<file path="config.mk">
export PLATFORM = sky130hd
export DESIGN_NAME = rc2_block_cipher_core
export DESIGN_NICKNAME = d
export VERILOG_FILES = /design/src/design/rc2_pkg.sv /design/src/design/rc2_block_cipher_core.sv
export SDC_FILE = /design/constraint.sdc
export NUM_CORES = 2
export LEC_CHECK = 0
export ABC_AREA = 1
export BUFFER_PORTS_ARGS = -buffer_cell sky130_fd_sc_hd__buf_2
export CORE_ASPECT_RATIO = 1.1
export CORE_MARGIN = 2
export CORE_UTILIZATION = 25
export CTS_BUF_LIST = sky130_fd_sc_hd__clkbuf_8
export CTS_CLUSTER_DIAMETER = 30
export DETAILED_ROUTE_END_ITERATION = 6
export GPL_ROUTABILITY_DRIVEN = 1
export SLEW_MARGIN = 15
export SYNTH_ARGS = -nofsm -noshare
export SYNTH_HDL_FRONTEND = slang
export SYNTH_SLANG_ARGS = --single-unit
</file>
<file path="constraint.sdc">
create_clock -name aclk -period 9.9 [get_ports aclk]
set_input_delay 1.485 -clock aclk [delete_from_list [all_inputs] [get_ports aclk]]
set_output_delay 1.485 -clock aclk [all_outputs]
set_load 0.01 [all_outputs]
</file>
<file path="src/design/rc2_pkg.sv">
// Shared constants, operation codes and round helpers for the RC2 cipher core.
`default_nettype none

package rc2_pkg;

    // Key store geometry
    localparam int KEY_WORDS = 64;
    localparam int KEY_AW    = $clog2(KEY_WORDS);

    // Round structure
    localparam int RND_W              = 4;
    localparam logic [RND_W-1:0] RND_FIRST = 4'd0;
    localparam logic [RND_W-1:0] RND_LAST  = 4'd15;
    localparam logic [RND_W-1:0] MASH_RND_A = 4'd4;
    localparam logic [RND_W-1:0] MASH_RND_B = 4'd10;

    // Word position within a round
    localparam logic [1:0] WORD_FIRST = 2'd0;
    localparam logic [1:0] WORD_LAST  = 2'd3;

    // Operation codes of an input transaction
    localparam int OP_W = 2;
    localparam logic [OP_W-1:0] OP_LOAD_KEY = 2'd0;
    localparam logic [OP_W-1:0] OP_ENCRYPT  = 2'd1;
    localparam logic [OP_W-1:0] OP_DECRYPT  = 2'd2;

    // Select term f(a,b,c) = (a & ~c) + (b & c), modulo 2^16
    function automatic logic [15:0] sel16(input logic [15:0] a, input logic [15:0] b,
                                          input logic [15:0] c);
        sel16 = (a & ~c) + (b & c);
    endfunction

    // Left rotate by the mixing amount of word j (1, 2, 3, 5)
    function automatic logic [15:0] rol_mix(input logic [15:0] v, input logic [1:0] j);
        case (j)
            2'd0:    rol_mix = {v[14:0], v[15]};
            2'd1:    rol_mix = {v[13:0], v[15:14]};
            2'd2:    rol_mix = {v[12:0], v[15:13]};
            default: rol_mix = {v[10:0], v[15:11]};
        endcase
    endfunction

    // Right rotate by the mixing amount of word j (1, 2, 3, 5)
    function automatic logic [15:0] ror_mix(input logic [15:0] v, input logic [1:0] j);
        case (j)
            2'd0:    ror_mix = {v[0], v[15:1]};
            2'd1:    ror_mix = {v[1:0], v[15:2]};
            2'd2:    ror_mix = {v[2:0], v[15:3]};
            default: ror_mix = {v[4:0], v[15:5]};
        endcase
    endfunction

endpackage

`default_nettype wire

</file>
<file path="src/design/rc2_block_cipher_core.sv">
// RC2 block cipher core: key store memory, round sequencer and block datapath.
// Each block transaction runs 64 mixing steps and 8 mashing steps, then moves the result
// into the output register once the output is free, which raises m_valid. A new block or
// key load is accepted only in idle, after the previous block has moved out. The single
// key store read port serves one key word per cycle. A key load gives no result.
// Reset: synchronous, active low; returns the control state to idle and clears the output valid.
// The key store is not cleared and holds undefined data until written.
`default_nettype none

module rc2_block_cipher_core (
    input  logic                      aclk,
    input  logic                      aresetn,
    input  logic                      s_valid,
    output logic                      s_ready,
    input  logic [rc2_pkg::OP_W-1:0]  s_op,
    input  logic [rc2_pkg::KEY_AW-1:0] s_key_index,
    input  logic [15:0]               s_key_word,
    input  logic [15:0]               s_in_word0,
    input  logic [15:0]               s_in_word1,
    input  logic [15:0]               s_in_word2,
    input  logic [15:0]               s_in_word3,
    output logic                      m_valid,
    input  logic                      m_ready,
    output logic [15:0]               m_out_word0,
    output logic [15:0]               m_out_word1,
    output logic [15:0]               m_out_word2,
    output logic [15:0]               m_out_word3
);
    import rc2_pkg::*;

    typedef enum logic [1:0] {ST_IDLE, ST_RUN, ST_DONE} state_t;

    state_t            state_reg;
    logic              dec_reg;
    logic              mash_reg;
    logic [RND_W-1:0]  rnd_reg;
    logic [1:0]        j_reg;
    // Rotating word window: win_reg[0] is always the word being updated
    logic [15:0]       win_reg [4];
    logic [15:0]       win_next [4];
    logic              m_valid_reg;
    logic [15:0]       out_reg [4];

    logic [15:0]       key_mem [KEY_WORDS];
    logic [15:0]       key_rd_reg;
    logic [KEY_AW-1:0] rd_addr;

    logic              s_take;
    logic              key_load;
    logic              blk_start;
    logic              out_free;

    logic [15:0]       sel_term;
    logic [15:0]       word_new;
    logic              mash_next;
    logic [RND_W-1:0]  rnd_next;
    logic [1:0]        j_next;
    logic              last_step;

    assign s_ready   = (state_reg == ST_IDLE);
    assign s_take    = s_valid && s_ready;
    assign key_load  = s_take && (s_op == OP_LOAD_KEY);
    assign blk_start = s_take && ((s_op == OP_ENCRYPT) || (s_op == OP_DECRYPT));
    assign out_free  = !m_valid_reg || m_ready;

    // Word update for the current step
    always_comb begin
        sel_term = sel16(win_reg[1], win_reg[2], win_reg[3]);
        case ({dec_reg, mash_reg})
            2'b00:   word_new = rol_mix(win_reg[0] + sel_term + key_rd_reg, j_reg);
            2'b01:   word_new = win_reg[0] + key_rd_reg;
            2'b11:   word_new = win_reg[0] - key_rd_reg;
            default: word_new = ror_mix(win_reg[0], j_reg) - sel_term - key_rd_reg;
        endcase
    end

    // Window rotation: left for encrypt (ascending words), right for decrypt
    always_comb begin
        if (!dec_reg) begin
            win_next[0] = win_reg[1];
            win_next[1] = win_reg[2];
            win_next[2] = win_reg[3];
            win_next[3] = word_new;
        end else begin
            win_next[0] = win_reg[3];
            win_next[1] = word_new;
            win_next[2] = win_reg[1];
            win_next[3] = win_reg[2];
        end
    end

    // Step sequencer: next round, word and mash flag
    always_comb begin
        mash_next = mash_reg;
        rnd_next  = rnd_reg;
        j_next    = j_reg;
        last_step = 1'b0;
        if (!dec_reg) begin
            if (j_reg != WORD_LAST) begin
                j_next = j_reg + 2'd1;
            end else if (!mash_reg && ((rnd_reg == MASH_RND_A) || (rnd_reg == MASH_RND_B))) begin
                mash_next = 1'b1;
                j_next    = WORD_FIRST;
            end else begin
                last_step = (rnd_reg == RND_LAST);
                mash_next = 1'b0;
                rnd_next  = rnd_reg + 4'd1;
                j_next    = WORD_FIRST;
            end
        end else begin
            if (j_reg != WORD_FIRST) begin
                j_next = j_reg - 2'd1;
            end else if (mash_reg) begin
                mash_next = 1'b0;
                j_next    = WORD_LAST;
            end else begin
                last_step = (rnd_reg == RND_FIRST);
                rnd_next  = rnd_reg - 4'd1;
                mash_next = ((rnd_reg - 4'd1) == MASH_RND_A) ||
                            ((rnd_reg - 4'd1) == MASH_RND_B);
                j_next    = WORD_LAST;
            end
        end
    end

    // Key read address for the step after this one
    always_comb begin
        if (state_reg == ST_IDLE) begin
            rd_addr = (s_op == OP_DECRYPT) ? {RND_LAST, WORD_LAST} : {RND_FIRST, WORD_FIRST};
        end else if (mash_next) begin
            rd_addr = win_next[3][KEY_AW-1:0];
        end else begin
            rd_addr = {rnd_next, j_next};
        end
    end

    // Key store: one write port for key loads, one registered read port
    always_ff @(posedge aclk) begin
        if (key_load) begin
            key_mem[s_key_index] <= s_key_word;
        end
        key_rd_reg <= key_mem[rd_addr];
    end

    // Control state, block window and output register
    always_ff @(posedge aclk) begin
        if (!aresetn) begin
            state_reg   <= ST_IDLE;
            m_valid_reg <= 1'b0;
        end else begin
            // Output valid: set when a finished block moves out, cleared when taken
            if ((state_reg == ST_DONE) && out_free) begin
                m_valid_reg <= 1'b1;
            end else if (m_ready) begin
                m_valid_reg <= 1'b0;
            end
            unique case (state_reg)
                ST_IDLE: begin
                    if (blk_start) begin
                        state_reg <= ST_RUN;
                        dec_reg   <= (s_op == OP_DECRYPT);
                        mash_reg  <= 1'b0;
                        if (s_op == OP_DECRYPT) begin
                            rnd_reg    <= RND_LAST;
                            j_reg      <= WORD_LAST;
                            win_reg[0] <= s_in_word3;
                            win_reg[1] <= s_in_word0;
                            win_reg[2] <= s_in_word1;
                            win_reg[3] <= s_in_word2;
                        end else begin
                            rnd_reg    <= RND_FIRST;
                            j_reg      <= WORD_FIRST;
                            win_reg[0] <= s_in_word0;
                            win_reg[1] <= s_in_word1;
                            win_reg[2] <= s_in_word2;
                            win_reg[3] <= s_in_word3;
                        end
                    end
                end
                ST_RUN: begin
                    win_reg  <= win_next;
                    mash_reg <= mash_next;
                    rnd_reg  <= rnd_next;
                    j_reg    <= j_next;
                    if (last_step) begin
                        state_reg <= ST_DONE;
                    end
                end
                ST_DONE: begin
                    if (out_free) begin
                        state_reg <= ST_IDLE;
                        if (dec_reg) begin
                            out_reg[0] <= win_reg[1];
                            out_reg[1] <= win_reg[2];
                            out_reg[2] <= win_reg[3];
                            out_reg[3] <= win_reg[0];
                        end else begin
                            out_reg <= win_reg;
                        end
                    end
                end
                default: begin
                    state_reg <= ST_IDLE;
                end
            endcase
        end
    end

    assign m_valid     = m_valid_reg;
    assign m_out_word0 = out_reg[0];
    assign m_out_word1 = out_reg[1];
    assign m_out_word2 = out_reg[2];
    assign m_out_word3 = out_reg[3];

endmodule

`default_nettype wire
</file>
### Yosys cells after proc, flatten, opt, wreduce, memory -nomap -nowiden

Memory sizes are Yosys's and may differ from the RTL's. A register that Yosys moved wholly into a read port is not among the register bits.
Index checks and enable logic that the tools add are counted.

| storage, ports and cells | value |
|---|---|
| input bits | 92 |
| memories | 1 |
| output and inout port bits | 66 |
| word-level logic and storage cells | 116 |
| register bits | 139 |
| RAM bits | 1,024 |

| operators by class | value |
|---|---|
| eq/ne operators | 17 |
| bitwise logic cells | 3 |
| mux-type cells | 46 |
| add/subtract/negate cells | 11 |
| reduce and logical (&&, ||, !) cells | 24 |

Memory list:

| memory | words | width | read ports | clocked after Yosys merged registers in | write ports | line | text |
|---|---|---|---|---|---|---|---|
| key_mem | 64 | 16 | 1 | 1 | 1 | rc2_block_cipher_core.sv:44 | `logic [15:0] key_mem [KEY_WORDS];` |

Operator list:

| cell | count |
|---|---|
| $mux 64 | 4 |
| $pmux 16 s3 | 3 |
| $pmux 64 s2 | 1 |
| $add 16x16->16 | 4 |
| $sub 16x16->16 | 3 |
| $and 16x16->16 | 2 |
| $mux 4 | 7 |
| $mux 6 | 3 |
| $mux 16 | 1 |
| $mux 2 | 8 |
| $not 16->16 | 1 |
| $mux 1 | 15 |
| $eq 4x4->1 const B | 3 |
| $reduce_and 3->1 | 4 |
| $eq 2x1->1 const B | 4 |
| $eq 2x2->1 const B | 4 |
| $eq 4x3->1 const B | 2 |
| $logic_not 2->1 | 4 |
| $pmux 4 s2 | 1 |
| $ne 2x2->1 const B | 3 |
| $pmux 2 s3 | 1 |
| $reduce_bool 2->1 | 3 |
| $logic_and 1x1->1 | 5 |
| $add 4x1->4 const B | 1 |
| other kinds (10) | 14 |

### Logic depth before layout (Yosys ltp)

| depth | value |
|---|---|
| depth in word-level cells | 10 |
| gate-level depth with buffers | 39 |
| depth with buffers taken out | 37 |

### Worst setup path before layout

OpenSTA, ideal clock, no wires.

| timing | value |
|---|---|
| path kind | input to register |
| start | in aresetn |
| end | reg out_reg (netlist bit m_out_word0[0]) (enable) |
| path buffers | 0 |
| setup time | 0.564 ns |
| stages | 2 |
| data required time | 9.336 ns |
| slack | 3.389 ns |
| arrival time | 5.946 ns |
| cells stage by stage | inv_1 > nor3_1 |

| on the way | value |
|---|---|
| longest elaborated chain between the ends | 1 |

Ends and longest elaborated chain:

| what | line | text |
|---|---|---|
| from (decl) | rc2_block_cipher_core.sv:12 | `input logic aresetn,` |
| $reduce_and 3->1 (no source line) | n/a |  |
| to (signal assigned) | rc2_block_cipher_core.sv:198 | `out_reg <= win_reg;` |
| to (decl) | rc2_block_cipher_core.sv:42 | `logic [15:0] out_reg [4];` |

Every way passes these cells.
A chain may end at the register's enable or synchronous reset.

### Worst setup path after layout

| timing | value |
|---|---|
| start | reg win_reg[9] (netlist bit) |
| end | reg key_rd_reg[14] (read register of key_mem) |

| on the way | value |
|---|---|
| longest elaborated chain between the ends | 10 |
| elaborated cells on any way between the ends | 11 |
| those cells by class | add/sub: 3; mux: 5; bitwise: 3 |

Ends and longest elaborated chain:

| what | line | text |
|---|---|---|
| from (decl) | rc2_block_cipher_core.sv:39 | `logic [15:0] win_reg [4];` |
| from (signal assigned) | rc2_block_cipher_core.sv:181 | `win_reg <= win_next;` |
| $not 16->16 | rc2_pkg.sv:30 | `sel16 = (a & ~c) + (b & c);` |
| $and 16x16->16 | rc2_pkg.sv:30 |  |
| $add 16x16->16 (*) | rc2_pkg.sv:30 |  |
| $add 16x16->16 (*) (2 in series) | rc2_block_cipher_core.sv:70 | `2'b00: word_new = rol_mix(win_reg[0] + sel_term + key_rd_reg, j_reg);` |
| $pmux 16 s3 (*) | rc2_pkg.sv:35 | `case (j)` |
| $pmux 16 s3 (*) | rc2_block_cipher_core.sv:69 | `case ({dec_reg, mash_reg})` |
| $mux 64 (*) | rc2_block_cipher_core.sv:79 | `if (!dec_reg) begin` |
| $mux 6 (*) | rc2_block_cipher_core.sv:130 | `end else if (mash_next) begin` |
| $mux 6 (*) | rc2_block_cipher_core.sv:128 | `if (state_reg == ST_IDLE) begin` |
| to (decl) | rc2_block_cipher_core.sv:45 | `logic [15:0] key_rd_reg;` |

Mark *: on every way between the ends. The rest lies on a longest branch, timed or not.

==> impl_metrics.json <==
{
  "max_freq_mhz": 139,
  "die_h_um": 505,
  "reg2reg_slack_ns": 2.73,
  "synth_area_um2": 57200,
  "drc": 0,
  "critical_path.max_fanout": 136,
  "slew_violations": 0,
  "r2r_cells": 27,
  "drtIter0Drc": 5168,
  "crit_top_cell": "nand2_1",
  "leakage_uw": 0.0254,
  "htree_levels": 4,
  "regToRegEndpoint": "key_rd_reg[14]",
  "clk_pin_slew_ns": 0.06,
  "syn_area_per_cell_um2": 10.3,
  "timing.final.ws_setup_ns": 2.73,
  "dieArea_um2": 232000,
  "worst_pin_slew_ns": 1.17,
  "antenna_found_initial": 10,
  "grt_pass1_vias": 40700,
  "cp-end-kind": "flip-flop",
  "largest_reg_flops": 1024,
  "post-route-util": 0.290,
  "gp_congestion": 0.901,
  "place_ws_ns": 2.78,
  "maxCapViolCount": 0,
  "clk_path_buf_depth": 3,
  "gr-total-overflow": 0,
  "dp.cells": 8447,
  "intPower_uw": 10400,
  "insertion_delay_ns": 0.96,
  "seqPwrFrac": 0.337,
  "cts_resized": 0,
  "layout-drive-gt1-share": 0.115,
  "layout.nets": 5884,
  "outcome": "finished clean",
  "hold_buffers": 0,
  "critPathKind": "reg2reg",
  "final.setup_skew_ns": 0.0907,
  "crit_path_end": "key_rd_reg[14]",
  "finalCriticalPeriod_ns": 7.17,
  "track_usage": 0.146,
  "syn_nets": 5709,
  "fin_cells": 8876,
  "vdd_drop_max_v": 0.000231,
  "tns_ns": 0,
  "multi_input_area_um2": 17500,
  "ant_nets": 0,
  "fill_cells": 23400,
  "slew_headroom": 0.210,
  "synthFlopType": "edfxtp_1",
  "vias": 42500,
  "path_depth": 27,
  "grt_max_degree": 220,
  "first_pass_iters": 6,
  "hold_class": "reg2reg",
  "critPathBufInv": 2,
  "slowest_stage": "o21ai_0",
  "power_density_nw_per_um2": 262,
  "register_area_um2": 35200,
  "clock_power_share": 0.303,
  "cts_tree": "yes",
  "start_util": 0.251,
  "area_delta_synth_final_pct": 15.5,
  "start_kind": "flip-flop",
  "crit_arrival_ns": 8.06,
  "cts_buffers": 230,
  "synth_edf_count": 1160,
  "fp-row-count": 184,
  "required_ns": 10.79,
  "pwr-share-comb": 0.360,
  "reg2reg_from": "win_reg[9]",
  "postPlaceCellArea_um2": 61000,
  "yosysSeqAreaShare": 0.616,
  "wirelength_um": 176000,
  "setup_viol_count_final": 0,
  "io_pins": 158,
  "vias_per_cell": 4.79,
  "coreArea_um2": 228000,
  "path_delay_family": "simple AND/OR/NAND/NOR gates",
  "crit_start": "win_reg[9]",
  "wl_per_cell_um": 19.8,
  "postCtsSetupRepairBufs": 0,
  "netSwitchingFraction": 0.396,
  "ys_ff_latch": 1179,
  "synthCells": 5528,
  "post-route-period-util": 0.724,
  "grt_pass1_wl_um": 260000,
  "p_sw_uw": 6840,
  "finalHoldViolations": 0,
  "synth_cell_type_count": 55,
  "clockRootBuffer": "clkbuf_8",
  "hpwl_um": 103000,
  "ys_async_sr_fraction": 0,
  "design_area_um2": 66000,
  "clock-sinks": 1179,
  "slowest_delay_ns": 0.94,
  "ys_warn_count": 0,
  "portBuffers": 157,
  "rsz0062_at_grt": "false",
  "dieWidth_um": 460
}
worst min-delay path by stage:
stage | from | endpoint | slack (ns) | cells past startpoint
2_1_floorplan | state_reg[1] | state_reg[1] | 0.51 | 2
3_3_place_gp | m_valid | m_valid | 0.56 | 4
3_5_place_dp | m_valid | m_valid | 0.56 | 4
4_1_cts | win_reg[24] | m_out_word1[8] | 0.56 | 2
5_1_grt | state_reg[1] | state_reg[1] | 0.60 | 2
6_report | m_valid | m_valid | 0.57 | 4
cell type report:
type / count / share of cell area
Antenna cell: 7 / 0.000265
Tap cell: 2976 / 0.0564
Inverter: 728 / 0.0415
Multi-Input combinational cell: 3284 / 0.265
Timing Repair Buffer: 280 / 0.0274
Clock buffer: 241 / 0.0502
Sequential cell: 1179 / 0.533
Clock inverter: 181 / 0.0255
cell usage in the layout (no fill, tap or decap), drive strengths merged, types with 24 or more instances in the layout:
master     n
nand3b   364
or2       43
o21ai    250
fa        32
nor2     284
xor2      29
ha        57
buf      280
a21oi    102
clkbuf   241
o22ai     24
nand2    869
nand3   1109
edfxtp  1160
bufinv    27
inv      784
clkinv    81
tightest hold or removal path, delay by kind of cell (launching register included):
family	cells	cell delay, ns
flip-flops	1	0.31
AND/OR/NAND/NOR	1	0.05
AO/OA/AOI/OAI	1	0.05
buffers and inverters	2	0.12
power groups by stage:
stage	Sequential, uW	Combinational [uW]	Clock [uW]
CTS	5820	6180	5320
floorplan	5830	4210	0
finish	5820	6220	5240
detailed placement	5920	6150	0
global placement	5920	6100	0
global route	5830	6820	5540
Yosys cell counts, drive strengths merged (3+ instances only):
cell type / number / area, um^2
nand2: 869 / 3290
o211ai: 9 / 67.6
o21ai: 250 / 1250
or2: 43 / 269
a32oi: 16 / 140
a31oi: 11 / 68.8
nor2: 284 / 1070
fa: 32 / 641
ha: 57 / 713
nor3: 11 / 55.1
a211oi: 5 / 37.5
nand4: 8 / 50.1
dfxtp: 19 / 380
xor2: 29 / 254
nand3b: 364 / 2730
buf: 198 / 1280
a221oi: 7 / 61.3
clkbuf: 139 / 522
xnor2: 16 / 140
edfxtp: 1160 / 34800
o22ai: 24 / 150
a21oi: 102 / 541
o2111ai: 10 / 87.6
o221ai: 7 / 61.3
o31ai: 3 / 22.5
nand3: 1109 / 5570
inv: 727 / 2730
through the flow:
stage	hold slack, ns	power (uW)
2_1_floorplan	0.512	10000
3_3_place_gp	0.555	12000
3_5_place_dp	0.562	12100
4_1_cts	0.562	17300
5_1_grt	0.597	18200
6_report	0.575	17300
kinds of logic (layout without fill, tap and decap cells):
| logic type | Yosys count | after routing | synth area share |
|---|---|---|---|
| XOR/XNOR | 45 | 45 | 0.00690 |
| AO/OA/AOI/OAI | 454 | 454 | 0.0450 |
| flip-flops | 1179 | 1179 | 0.616 |
| adder cells (fa/ha/maj) | 89 | 89 | 0.0237 |
| other | 1 | 8 | 0.0000656 |
| multiplexers | 1 | 1 | 0.000197 |
| AND/OR/NAND/NOR | 2694 | 2694 | 0.229 |
| buffers and inverters | 1065 | 1430 | 0.0793 |
per-layer routing:
metal	vias to the layer above	GRT usage	wire length, um
met3	311	0.0276	14900
met4	8	0.0552	5820
met2	1944	0.234	81300
met1	20800	0.196	73600
li1	19500	-	-
met5	-	0	57
No activity file was read; power rests on OpenSTA's default activity.
